<file path="src/rtl/dfa_pi_pkg.sv">
`timescale 1ns / 1ps
`default_nettype none
// ----------------------------------------------------------------------------
// dfa_pi_pkg: shared types and codes
// Item codes, result codes, register indexes and the structs passed between
// the front end, the walk engine and the top level.
// ----------------------------------------------------------------------------
package dfa_pi_pkg;

  // Input item kinds
  localparam logic [1:0] KIND_TRANS = 2'd0;
  localparam logic [1:0] KIND_ACC   = 2'd1;
  localparam logic [1:0] KIND_EMIT  = 2'd2;

  // Result kinds
  localparam logic [1:0] RES_TRANS = 2'd0;
  localparam logic [1:0] RES_ACC   = 2'd1;
  localparam logic [1:0] RES_START = 2'd2;

  // Configuration register indexes
  localparam logic [2:0] REG_COUNT_A = 3'd0;
  localparam logic [2:0] REG_COUNT_B = 3'd1;
  localparam logic [2:0] REG_START_A = 3'd2;
  localparam logic [2:0] REG_START_B = 3'd3;

  // Machine select
  localparam logic MACH_A = 1'b0;
  localparam logic MACH_B = 1'b1;

  // Classified command handed from front to back
  typedef struct packed {
    logic [1:0] op;
    logic       machine;
    logic [3:0] state;
    logic [7:0] symbol;
    logic [3:0] target;
    logic       flag;
  } cmd_t;

  // Configuration as seen by the walk engine
  typedef struct packed {
    logic [4:0] count_a;
    logic [4:0] count_b;
    logic [3:0] start_a;
    logic [3:0] start_b;
  } cfg_t;

  // One result item
  typedef struct packed {
    logic [1:0] kind;
    logic [7:0] prod_from;
    logic [7:0] sym;
    logic [7:0] prod_to;
    logic       last;
  } res_t;

endpackage
`default_nettype wire

</file>
<file path="src/rtl/dfa_pi_front.sv">
`timescale 1ns / 1ps
`default_nettype none
// ----------------------------------------------------------------------------
// dfa_pi_front: item intake and classification
// Drops unknown kinds and out-of-range loads, queues the rest (two deep)
// for the walk engine.
// ----------------------------------------------------------------------------
module dfa_pi_front #(
  parameter int STATES  = 16,
  parameter int SYMBOLS = 256
) (
  input  wire logic              clk,
  input  wire logic              rst,
  input  wire logic              wr,
  input  wire logic [1:0]        kind,
  input  wire logic              machine,
  input  wire logic [3:0]        from_state,
  input  wire logic [7:0]        symbol,
  input  wire logic [3:0]        to_state,
  input  wire logic              accept_flag,
  output      logic              q_full,
  output      logic              cmd_valid,
  output      dfa_pi_pkg::cmd_t  cmd,
  input  wire logic              cmd_pop
);

  dfa_pi_pkg::cmd_t q [2];
  logic             wr_ptr;
  logic             rd_ptr;
  logic [1:0]       cnt;
  logic             from_ok;
  logic             sym_ok;
  logic             keep;
  logic             enq;
  logic             deq;

  // Classify the incoming item
  always_comb begin
    from_ok = int'(from_state) < STATES;
    sym_ok  = int'(symbol) < SYMBOLS;
    unique case (kind)
      dfa_pi_pkg::KIND_TRANS: keep = from_ok && sym_ok;
      dfa_pi_pkg::KIND_ACC:   keep = from_ok;
      dfa_pi_pkg::KIND_EMIT:  keep = 1'b1;
      default:                keep = 1'b0;
    endcase
  end

  assign enq       = wr && keep;
  assign deq       = cmd_pop && cmd_valid;
  assign q_full    = cnt == 2'd2;
  assign cmd_valid = cnt != 2'd0;
  assign cmd       = q[rd_ptr];

  // Store entries
  always_ff @(posedge clk) begin
    if (enq) begin
      q[wr_ptr] <= '{op: kind, machine: machine, state: from_state,
                     symbol: symbol, target: to_state, flag: accept_flag};
    end
  end

  // Advance pointers and fill count
  always_ff @(posedge clk) begin
    if (rst) begin
      wr_ptr <= 1'b0;
      rd_ptr <= 1'b0;
      cnt    <= 2'd0;
    end else begin
      if (enq) begin
        wr_ptr <= ~wr_ptr;
      end
      if (deq) begin
        rd_ptr <= ~rd_ptr;
      end
      cnt <= cnt + 2'(enq) - 2'(deq);
    end
  end

endmodule
`default_nettype wire

</file>
<file path="config.mk">
export PLATFORM = sky130hd
export DESIGN_NAME = dfa_pi_front
export DESIGN_NICKNAME = d
export VERILOG_FILES = /design/src/rtl/dfa_pi_pkg.sv /design/src/rtl/dfa_pi_front.sv
export SDC_FILE = /design/constraint.sdc
export NUM_CORES = 1
export LEC_CHECK = 0
export BUFFER_PORTS_ARGS = -buffer_cell sky130_fd_sc_hd__buf_2
export CORE_MARGIN = 3
export CORE_UTILIZATION = 40
export CTS_CLUSTER_SIZE = 25
export DETAILED_ROUTE_END_ITERATION = 10
export PLACE_DENSITY = 0.64
export SYNTH_ARGS = -nofsm -noshare
export SYNTH_HDL_FRONTEND = slang
export SYNTH_SLANG_ARGS = --single-unit
</file>
<file path="constraint.sdc">
create_clock -name clk -period 2.7 [get_ports clk]
set_input_delay 0.675 -clock clk [delete_from_list [all_inputs] [get_ports clk]]
set_output_delay 0.675 -clock clk [all_outputs]
set_load 0.01 [all_outputs]
</file>
After elaboration in Yosys (flattened, before gate mapping)
Memory sizes are Yosys's and may differ from the RTL's. A register that Yosys moved wholly into a read port is not among the register bits.
Index checks and enable logic that the tools add are counted.
{"block": "word_totals", "register_bits": 4, "ramBits": 40, "memories": 1}
{"name": "q", "words": 2, "width": 20, "rd": 1, "rd_clocked_by_memory_dff": 1, "write_ports": 1, "line_no": "dfa_pi_front.sv:27", "rtl": "dfa_pi_pkg::cmd_t q [2];"}
{"block": "classes", "addsub": 2, "n_eq_ne": 3, "mux": 5, "bitwise": 2, "n_reduce_logical": 5}
{"operator": "$mux 1", "count": 5}
{"operator": "$eq 2x2->1 const B", "count": 2}
{"operator": "$reduce_or 3->1", "count": 1}
{"operator": "$add 2x1->2", "count": 1}
{"operator": "$eq 2x1->1 const B", "count": 1}
{"operator": "$logic_and 1x1->1", "count": 2}
{"operator": "$logic_not 2->1", "count": 1}
{"operator": "$not 1->1", "count": 2}
{"operator": "$reduce_bool 2->1", "count": 1}
{"operator": "$sub 2x1->2", "count": 1}

Logic depth before layout (Yosys ltp)
Gate-level depths: netlist (run 1).
{"block": "depth", "ltp_word": 6, "mapped_depth": 6, "ltp_nobuf": 6}

Worst setup path before layout (run 1)
Ideal clock, no wire load.
{"block": "synth_path", "path_type": "input-to-reg", "startpoint": "input wr", "endpoint": "memory q[0][0] in the netlist's numbering, enable pin", "setup_ps": 397, "arrival_time_ps": 1787, "t_required_ps": 2303, "setup_slack_ps": 516, "path_stages": 2, "path_buffers": 0, "cell_sequence": "a21bo_4 -> nor2_1"}
{"block": "synth_via", "elab_chain_cells": 3}
{"item": "start, declared", "line_no": "dfa_pi_front.sv:14", "rtl": "input wire logic wr,"}
{"item": "$logic_and 1x1->1", "line_no": "dfa_pi_front.sv:49", "rtl": "assign enq = wr && keep;"}
{"item": "$mux 1", "line_no": "dfa_pi_front.sv:57", "rtl": "if (enq) begin"}
{"item": "$mux 1 (not written as such)", "line_no": "dfa_pi_front.sv:58", "rtl": "q[wr_ptr] <= '{op: kind, machine: machine, state: from_state,"}
{"item": "end, declared", "line_no": "dfa_pi_front.sv:27"}
No other way between the ends.

==> impl_metrics.yaml, run 1 <==
sta:
  setup_viol: 0
  worst_slew_pin_slew_ns: 0.272
  slew_headroom_pct: 81.9
  hold_violations: 0
  finalCriticalPeriod_ns: 2.06
  fmax_mhz: 486
  skew_ns: 0.00157
  hold_ws_ns: 0.537
  fin_ws_ns: 0.644
  fin_crit_sh_pct: 76.1
  rsz0062_at_grt: "no"
  report.final.slew_viol_count: 0
  setup_tns_ns: 0
clocking:
  clock-root-buffer: "clkbuf_8"
  cts.sink_count: 45
  insertion_delay_ns: 0.28
  clk_pin_slew_ns: 0.07
  cts_tree: "built"
  htreeDepth: 2
  clk_path_buf_depth: 2
  cts_made_buffers: 5
  post_cts_buffers: 0
  cts-hold-fix-buffers: 0
  cts_resized: 0
logic_synthesis:
  syn_area_um2: 1690
  yosysTopAreaCellShare_pct: 71.2
  ys_warn_count: 0
  ys_async_sr_fraction_pct: 0
  yosys.area.top_type: "edfxtp_1"
  yosysMostFrequentCell: "edfxtp_1"
  synth-main-ff-cell: "edfxtp_1"
  netlist_top_cells_count: "edfxtp_1, mux2_2, nor2_1"
  synth_nets: 113
  synth-edff-count: 40
  synth_cell_types: 16
  synth.avg_cell_area_um2: 19.2
  ys_seq_elements: 45
  syn-instance-count: 88
  synth_area_leaders: "edfxtp_1, mux2_2, dfxtp_1, nor2_1, xor2_1"
  yosysSeqAreaShare_pct: 77.1
layout:
  finish.utilization_pct: 54.4
  layout-drive-gt1-share_pct: 57.4
  antenna_cells: 0
  instances_no_fill: 189
  nFillCells: 331
  nets: 166
  final_area_um2: 2090
  area_growth_pct: 24.1
pwr:
  leakage_nw: 0.799
  peakVddDrop_uv: 356
  design_power_total_mw: 1.69
  power.density_nw_per_um2: 805
setup_path:
  reg2reg_depth: 6
  crit_type: "reg2out"
  crit_path_end_kind: "output port"
  arrival_ns: 1.38
  r2r-end: "cnt[1]$_SDFF_PP0_"
  critical_path_required_ns: 2.03
  r2r_slack_ns: 1.23
  slowest_delay_ns: 0.38
  crit_path_max_fanout: 20
  reg2reg_from: "cnt[0]$_SDFF_PP0_"
  cp-endpoint: "cmd[11]"
  critPathLaunchType: "register"
  slowest_stage: "mux2_2"
  crit_chain: "buf_4 > mux2_2 > buf_2"
global_route:
  grt_pass1_vias: 942
  grt_pass1_wl_mm: 4.33
  grt_max_degree: 21
  gr-total-overflow: 0
  grt_antenna_before_repair: 0
  grt_usage_pct: 11.6
floorplanning:
  start_util_pct: 43.8
  dieArea_um2: 5040
  pin_count: 46
  die_x_um: 71.0
  fp.dieH_um: 71.0
  core_um2: 3850
  rows: 22
place:
  dp_slack_ns: 0.792
  io_buffer_count: 45
  numPlacedInstances: 182
  dp_hpwl_mm: 1.83
  dpl_cell_area_um2: 1990
  place_congestion: 0.695
drt:
  drt-vias-per-instance: 4.74
  post-route-drc-count: 0
  drtAntennaViolNets: 0
  dr.pass1.iters: 4
  drt_iter0_drc: 52
  routed_wl_mm: 2.63
  vias: 895
  wl_per_cell_um: 13.9
job:
  maxCapViolCount: 0
status:
  status: "completed"
hold_path:
  hp-class: "reg2reg"
==> how the worst min path moves through the flow <==
stage,end,slack (ns),startpoint,cells after the start
after global placement,rd_ptr$_SDFFE_PP0P_,0.49,rd_ptr$_SDFFE_PP0P_,2
after CTS,register,0.55,rd_ptr$_SDFFE_PP0P_,2
after detailed placement,register,0.50,rd_ptr$_SDFFE_PP0P_,2
after global routing,q[0][7]$_DFFE_PP_,0.55,symbol[2],1
final,rd_ptr$_SDFFE_PP0P_,0.54,rd_ptr$_SDFFE_PP0P_,2
after floorplan,register,0.47,rd_ptr$_SDFFE_PP0P_,2
==> logic make-up after synthesis <==
group | count (synthesis) | share of synthesized area, %
AND/OR/NAND/NOR | 11 | 2.89
AO/OA/AOI/OAI | 3 | 2.45
multiplexers | 21 | 14.2
flip-flops | 45 | 77.1
XOR/XNOR | 3 | 1.56
buffers and inverters | 4 | 1.04
adder cells (fa/ha/maj) | 1 | 0.741
==> metal layers <==
metal	track usage, %	wire length, um
met1	12.3	1030
met2	20.8	1420
met3	3.27	136
met4	6.26	38
met5	0	0
==> critical path, delay by kind of cell (launching register included) <==
family | cells | cell delay [ns]
DFF | 1 | 0.31
buffers and inverters | 2 | 0.40
muxes | 1 | 0.38
==> area by class of cell <==
class                           count  area, um^2  area share (%)
Multi-Input combinational cell     39         374            17.9
Sequential cell                    45        1300            62.1
Tap cell                           48        60.1            2.87
Timing Repair Buffer               48         248            11.8
Clock buffer                        5        68.8            3.29
Inverter                            2        7.51           0.358
Clock inverter                      2        35.0            1.67
==> cell usage in the layout (no fill, tap or decap), drive strengths merged <==
cell type,count
mux2,21
dfxtp,5
xnor2,1
edfxtp,40
xor2,2
bufinv,1
a41oi,1
ha,1
a21bo,1
nand2,1
nor2b,2
a21oi,1
buf,48
inv,2
nor2,7
or2,1
clkbuf,5
clkinv,1
==> registers in the layout (all words and copies together) (netlist names), named ones only <==
register  flops
cnt           2
q            40
rd_ptr        1
wr_ptr        1
==> report_power, final <==
group | leakage, nW | total [mW] | internal (mW) | switching [mW]
logic | 0.333 | 0.382 | 0.193 | 0.189
registers | 0.413 | 0.838 | 0.818 | 0.0201
clock network | 0.0540 | 0.467 | 0.269 | 0.198
Power figures use the tool's default switching activity.
==> inputs of run 2 (changes only) <==
--- a/config.mk
+++ b/config.mk
@@ -10,7 +10,7 @@
 export CORE_UTILIZATION = 40
 export CTS_CLUSTER_SIZE = 25
 export DETAILED_ROUTE_END_ITERATION = 10
-export PLACE_DENSITY = 0.64
+export PLACE_DENSITY = 0.66
 export SYNTH_ARGS = -nofsm -noshare
 export SYNTH_HDL_FRONTEND = slang
 export SYNTH_SLANG_ARGS = --single-unit
==> constraint.sdc (replaced) <==
create_clock -name clk -period 1.79 [get_ports clk]
set_input_delay 0.4475 -clock clk [delete_from_list [all_inputs] [get_ports clk]]
set_output_delay 0.4475 -clock clk [all_outputs]
set_load 0.01 [all_outputs]
==> impl_metrics.yaml, run 2 (synthesized netlist as in run 1, its figures left out) <==
drt:
  routed_wl_mm: 2.70
  drt_iter0_drc: 41
  drt-vias-per-instance: 4.72
  drtAntennaViolNets: 0
  wl_per_cell_um: 14.1
  dr.pass1.iters: 4
  vias: 907
  post-route-drc-count: 0
layout:
  instances_no_fill: 192
  mostFrequentLayoutCells: "buf_2, edfxtp_1, mux2_2"
  regMostFlops: "q"
  nets: 168
  antenna_cells: 0
  final_common_cell: "buf_2"
  nFillCells: 323
  area_growth_pct: 27.1
  layout-drive-gt1-share_pct: 58.3
  top_regs: "q x40, cnt x2"
  largest_reg_flops: 40
floorplanning:
  rows: 22
  start_util_pct: 43.8
  dieArea_um2: 5040
  core_um2: 3850
  pin_count: 46
  fp.dieH_um: 71.0
  die_x_um: 71.0
sta:
  hold_violations: 0
  setup_viol: 0
  fin_ws_ns: 0.0719
  skew_ns: 0.00326
  report.final.slew_viol_count: 0
  finalCriticalPeriod_ns: 1.72
  fin_crit_sh_pct: 96.0
  fmax_mhz: 582
  slew_headroom_pct: 87.7
  worst_slew_pin_slew_ns: 0.185
  rsz0062_at_grt: "no"
place:
  numPlacedInstances: 184
  dp_slack_ns: 0.109
  dp_hpwl_mm: 1.94
  place_congestion: 0.698
  io_buffer_count: 45
setup_path:
  crit_path_end_kind: "output port"
  reg2reg_depth: 6
  crit_path_max_fanout: 6
  critical_path_required_ns: 1.34
  critPathLaunchType: "register"
  arrival_ns: 1.27
  crit_type: "reg2out"
clocking:
  cts_made_buffers: 5
  htreeDepth: 2
  clock-root-buffer: "clkbuf_8"
  post_cts_buffers: 0
  insertion_delay_ns: 0.29
  clk_pin_slew_ns: 0.08
  clk_path_buf_depth: 2
  cts-hold-fix-buffers: 0
  cts_tree: "built"
  cts.sink_count: 45
job:
  maxCapViolCount: 0
pwr:
  peakVddDrop_uv: 650
  clkPwrFrac_pct: 27.8
  seq_power_share_pct: 48.8
  combPwrFrac_pct: 23.4
  sw_frac_of_total_pct: 24.5
  power_switching_mw: 0.637
  power.internal_mw: 1.97
  power.density_nw_per_um2: 1210
  leakage_nw: 0.816
global_route:
  grt_max_degree: 21
  grt_usage_pct: 11.7
  gr-total-overflow: 0
  grt_pass1_vias: 907
  grt_pass1_wl_mm: 4.33
  grt_antenna_before_repair: 0
hold_path:
  hp-class: "in2reg"
  holdPathStages: 1
status:
  status: "completed"
-- run 2: changes by cell type in the layout (fill, tap and decap cells not counted), sizes merged --
cell and delta:
clkinvlp +1, buf +2
-- run 2: layer usage --
metal / global-route usage (%) / wire, um / vias to the layer above
met5: 0 / 0 / -
met4: 6.26 / 21 / 0
met2: 18.8 / 1360 / 31
met1: 13.4 / 1130 / 433
li1: - / - / 439
met3: 4.40 / 192 / 4
-- run 2: power by group through the flow --
stage	logic (mW)	registers, mW	clock network [mW]
after floorplan	0.385	1.28	0
after global placement	0.605	1.29	0
after detailed placement	0.615	1.29	0
after CTS	0.624	1.27	0.756
after global routing	0.670	1.28	0.798
final	0.610	1.27	0.725
-- run 2: worst paths after layout --
path	slack [ns]	start	end
worst max-delay path	0.07	register	cmd[17]
worst min-delay path	0.34	to_state[3]	q[1][4]$_DFFE_PP_
worst max register to register	0.32	cnt[0]$_SDFF_PP0_	cnt[1]$_SDFF_PP0_
worst min register to register	0.51	rd_ptr$_SDFFE_PP0P_	rd_ptr$_SDFFE_PP0P_
-- run 2: through the flow --
stage	hold slack (ns)	power (mW)	util [%]	TNS [ns]	area (um^2)
2_1_floorplan	0.472	1.67	-	-6.66	1690
3_3_place_gp	0.484	1.89	52.7	0	2030
3_5_place_dp	0.496	1.91	52.7	0	2030
4_1_cts	0.326	2.65	55.6	0	2140
5_1_grt	0.321	2.75	55.7	0	2150
6_report	0.341	2.61	55.7	0	2150
-- run 2: area by class of cell --
type	instances	area [um^2]	area share, %
clock buffers	5	68.8	3.21
clock inverters	3	41.3	1.92
inverters	2	7.51	0.350
multi-input cells	39	374	17.4
flip-flops and latches	45	1300	60.7
well taps	48	60.1	2.80
repair buffers	50	292	13.6
-- run 2: critical path, stage by stage, from the launching register on --
cell and delay [ns]:
dfxtp_2 0.35, buf_4 0.15, mux2_2 0.34, buf_2 0.14
-- run 2: what timing repair did --
item                       4_1_cts  5_1_grt
setup endpoints to repair       10       19
gates resized for setup          1        1
hold endpoints to repair         0        0
==> inputs of run 3 (changes only) <==
--- a/config.mk
+++ b/config.mk
@@ -7,10 +7,11 @@
 export LEC_CHECK = 0
 export BUFFER_PORTS_ARGS = -buffer_cell sky130_fd_sc_hd__buf_2
 export CORE_MARGIN = 3
-export CORE_UTILIZATION = 40
+export CORE_UTILIZATION = 46
 export CTS_CLUSTER_SIZE = 25
 export DETAILED_ROUTE_END_ITERATION = 10
-export PLACE_DENSITY = 0.66
+export GPL_ROUTABILITY_DRIVEN = 0
+export PLACE_DENSITY = 0.74
 export SYNTH_ARGS = -nofsm -noshare
 export SYNTH_HDL_FRONTEND = slang
 export SYNTH_SLANG_ARGS = --single-unit
==> impl_metrics.yaml, run 3 (synthesized netlist as in run 1, its figures left out) <==
global_route:
  grt_usage_pct: 14.5
  grt_pass1_vias: 963
  gr-total-overflow: 0
  grt_antenna_before_repair: 0
  grt_max_degree: 14
  grt_pass1_wl_mm: 4.44
layout:
  area_growth_pct: 28.8
  layout-drive-gt1-share_pct: 58.6
  finish.utilization_pct: 63.1
  regMostFlops: "q"
  instances_no_fill: 191
  multi_input_area_um2: 374
  final_common_cell: "edfxtp_1"
  largest_reg_flops: 40
  top_regs: "q x40, cnt x2"
  mostFrequentLayoutCells: "edfxtp_1, buf_2, mux2_2"
  regArea_um2: 1310
  nets: 169
  antenna_cells: 0
  nFillCells: 257
drt:
  routed_wl_mm: 2.85
  drt-vias-per-instance: 4.80
  post-route-drc-count: 0
  drtAntennaViolNets: 0
  wl_per_cell_um: 14.9
  drt_iter0_drc: 38
  dr.pass1.iters: 2
  vias: 916
sta:
  worst_slew_pin_slew_ns: 0.179
  slew_headroom_pct: 88.1
  skew_ns: 0.00710
  hold_violations: 0
  setup_tns_ns: 0
  finalCriticalPeriod_ns: 1.76
  report.final.slew_viol_count: 0
  hold_ws_ns: 0.341
  setup_viol: 0
  rsz0062_at_grt: "yes"
  fmax_mhz: 569
  fin_crit_sh_pct: 98.3
place:
  dp_hpwl_mm: 2.00
  io_buffer_count: 45
  numPlacedInstances: 182
floorplanning:
  rows: 21
  core_um2: 3440
  dieArea_um2: 4430
  die_x_um: 66.6
  pin_count: 46
  fp.dieH_um: 66.6
  start_util_pct: 49.0
pwr:
  design_power_total_mw: 2.56
  seq_power_share_pct: 50.3
  clkPwrFrac_pct: 22.6
  combPwrFrac_pct: 27.1
  leakage_nw: 0.831
  sw_frac_of_total_pct: 25.7
  power_switching_mw: 0.657
  power.internal_mw: 1.90
  peakVddDrop_uv: 648
  power.density_nw_per_um2: 1180
clocking:
  cts_tree: "built"
  insertion_delay_ns: 0.29
  clk_path_buf_depth: 2
  clk_pin_slew_ns: 0.08
  clock-root-buffer: "clkbuf_8"
  post_cts_buffers: 0
  cts.sink_count: 45
  cts_made_buffers: 5
  htreeDepth: 2
setup_path:
  reg2reg_depth: 6
  crit_path_max_fanout: 10
  slowest_stage: "dfxtp_4"
  crit_type: "reg2out"
  reg2reg_from: "cnt[0]$_SDFF_PP0_"
  slowest_delay_ns: 0.40
  critPathLaunchType: "register"
  crit_chain: "buf_12 > mux2_2 > buf_6"
  r2r_slack_ns: 0.28
  arrival_ns: 1.31
  crit_path_end_kind: "output port"
  r2r-end: "cnt[1]$_SDFF_PP0_"
  critical_path_required_ns: 1.34
hold_path:
  whs_endpoint: "q[1][11]$_DFFE_PP_"
  holdPathStages: 1
  hp-class: "in2reg"
  worstHoldStart: "symbol[6]"
job:
  maxCapViolCount: 0
status:
  status: "completed"
==> run 3: power by group through the flow <==
stage	clock (mW)	combinational [mW]	sequential (mW)
after floorplan	0	0.385	1.28
after global placement	0	0.595	1.29
after detailed placement	0	0.611	1.30
after CTS	0.600	0.660	1.29
after global routing	0.656	0.754	1.30
final	0.579	0.694	1.29
==> run 3: how the worst max path moves through the flow <==
stage,from,endpoint
after floorplan,wr,q[0][0]$_DFFE_PP_
after global placement,kind[0],cnt[1]$_SDFF_PP0_
after detailed placement,kind[0],cnt[1]$_SDFF_PP0_
after CTS,register,cmd[19]
after global routing,register,cmd[19]
final,register,cmd[19]
==> run 3: critical path: cells and delay by family, from the launching register on <==
kind	cells	cell delay, ns
mux	1	0.35
flops	1	0.40
buf+inv	2	0.27
==> run 3: repair_timing <==
item / 4_1_cts / 5_1_grt
setup endpoints to repair: 5 / 11
cloned: 1 / 0
hold buffers: 0 / 0
resized for setup: 3 / 7
==> run 3: metrics by stage <==
step	setup slack, ns	area [um^2]
floorplan	-0.166	1690
global placement	0.143	2020
detailed placement	0.0644	2020
CTS	0.00628	2130
global route	-0.0152	2170
finish	0.0312	2170
==> run 3: layout make-up <==
class,instances,area share [%]
clock buffer,6,3.34
clock inverter,2,0.461
inverter,2,0.345
multi-input combinational,39,17.2
sequential,45,60.0
tap,46,2.65
timing repair buffer,51,15.9
==> run 3: routing by layer <==
metal | GRT usage (%) | routed length (um) | share of wire [%] | vias to the layer above
met3 | 6.07 | 166 | 5.8 | 5
met2 | 24.5 | 1510 | 53 | 28
met5 | 0 | 0 | 0 | -
met4 | 6.09 | 36 | 1.3 | 0
met1 | 16.0 | 1140 | 40 | 444
li1 | - | - | - | 439
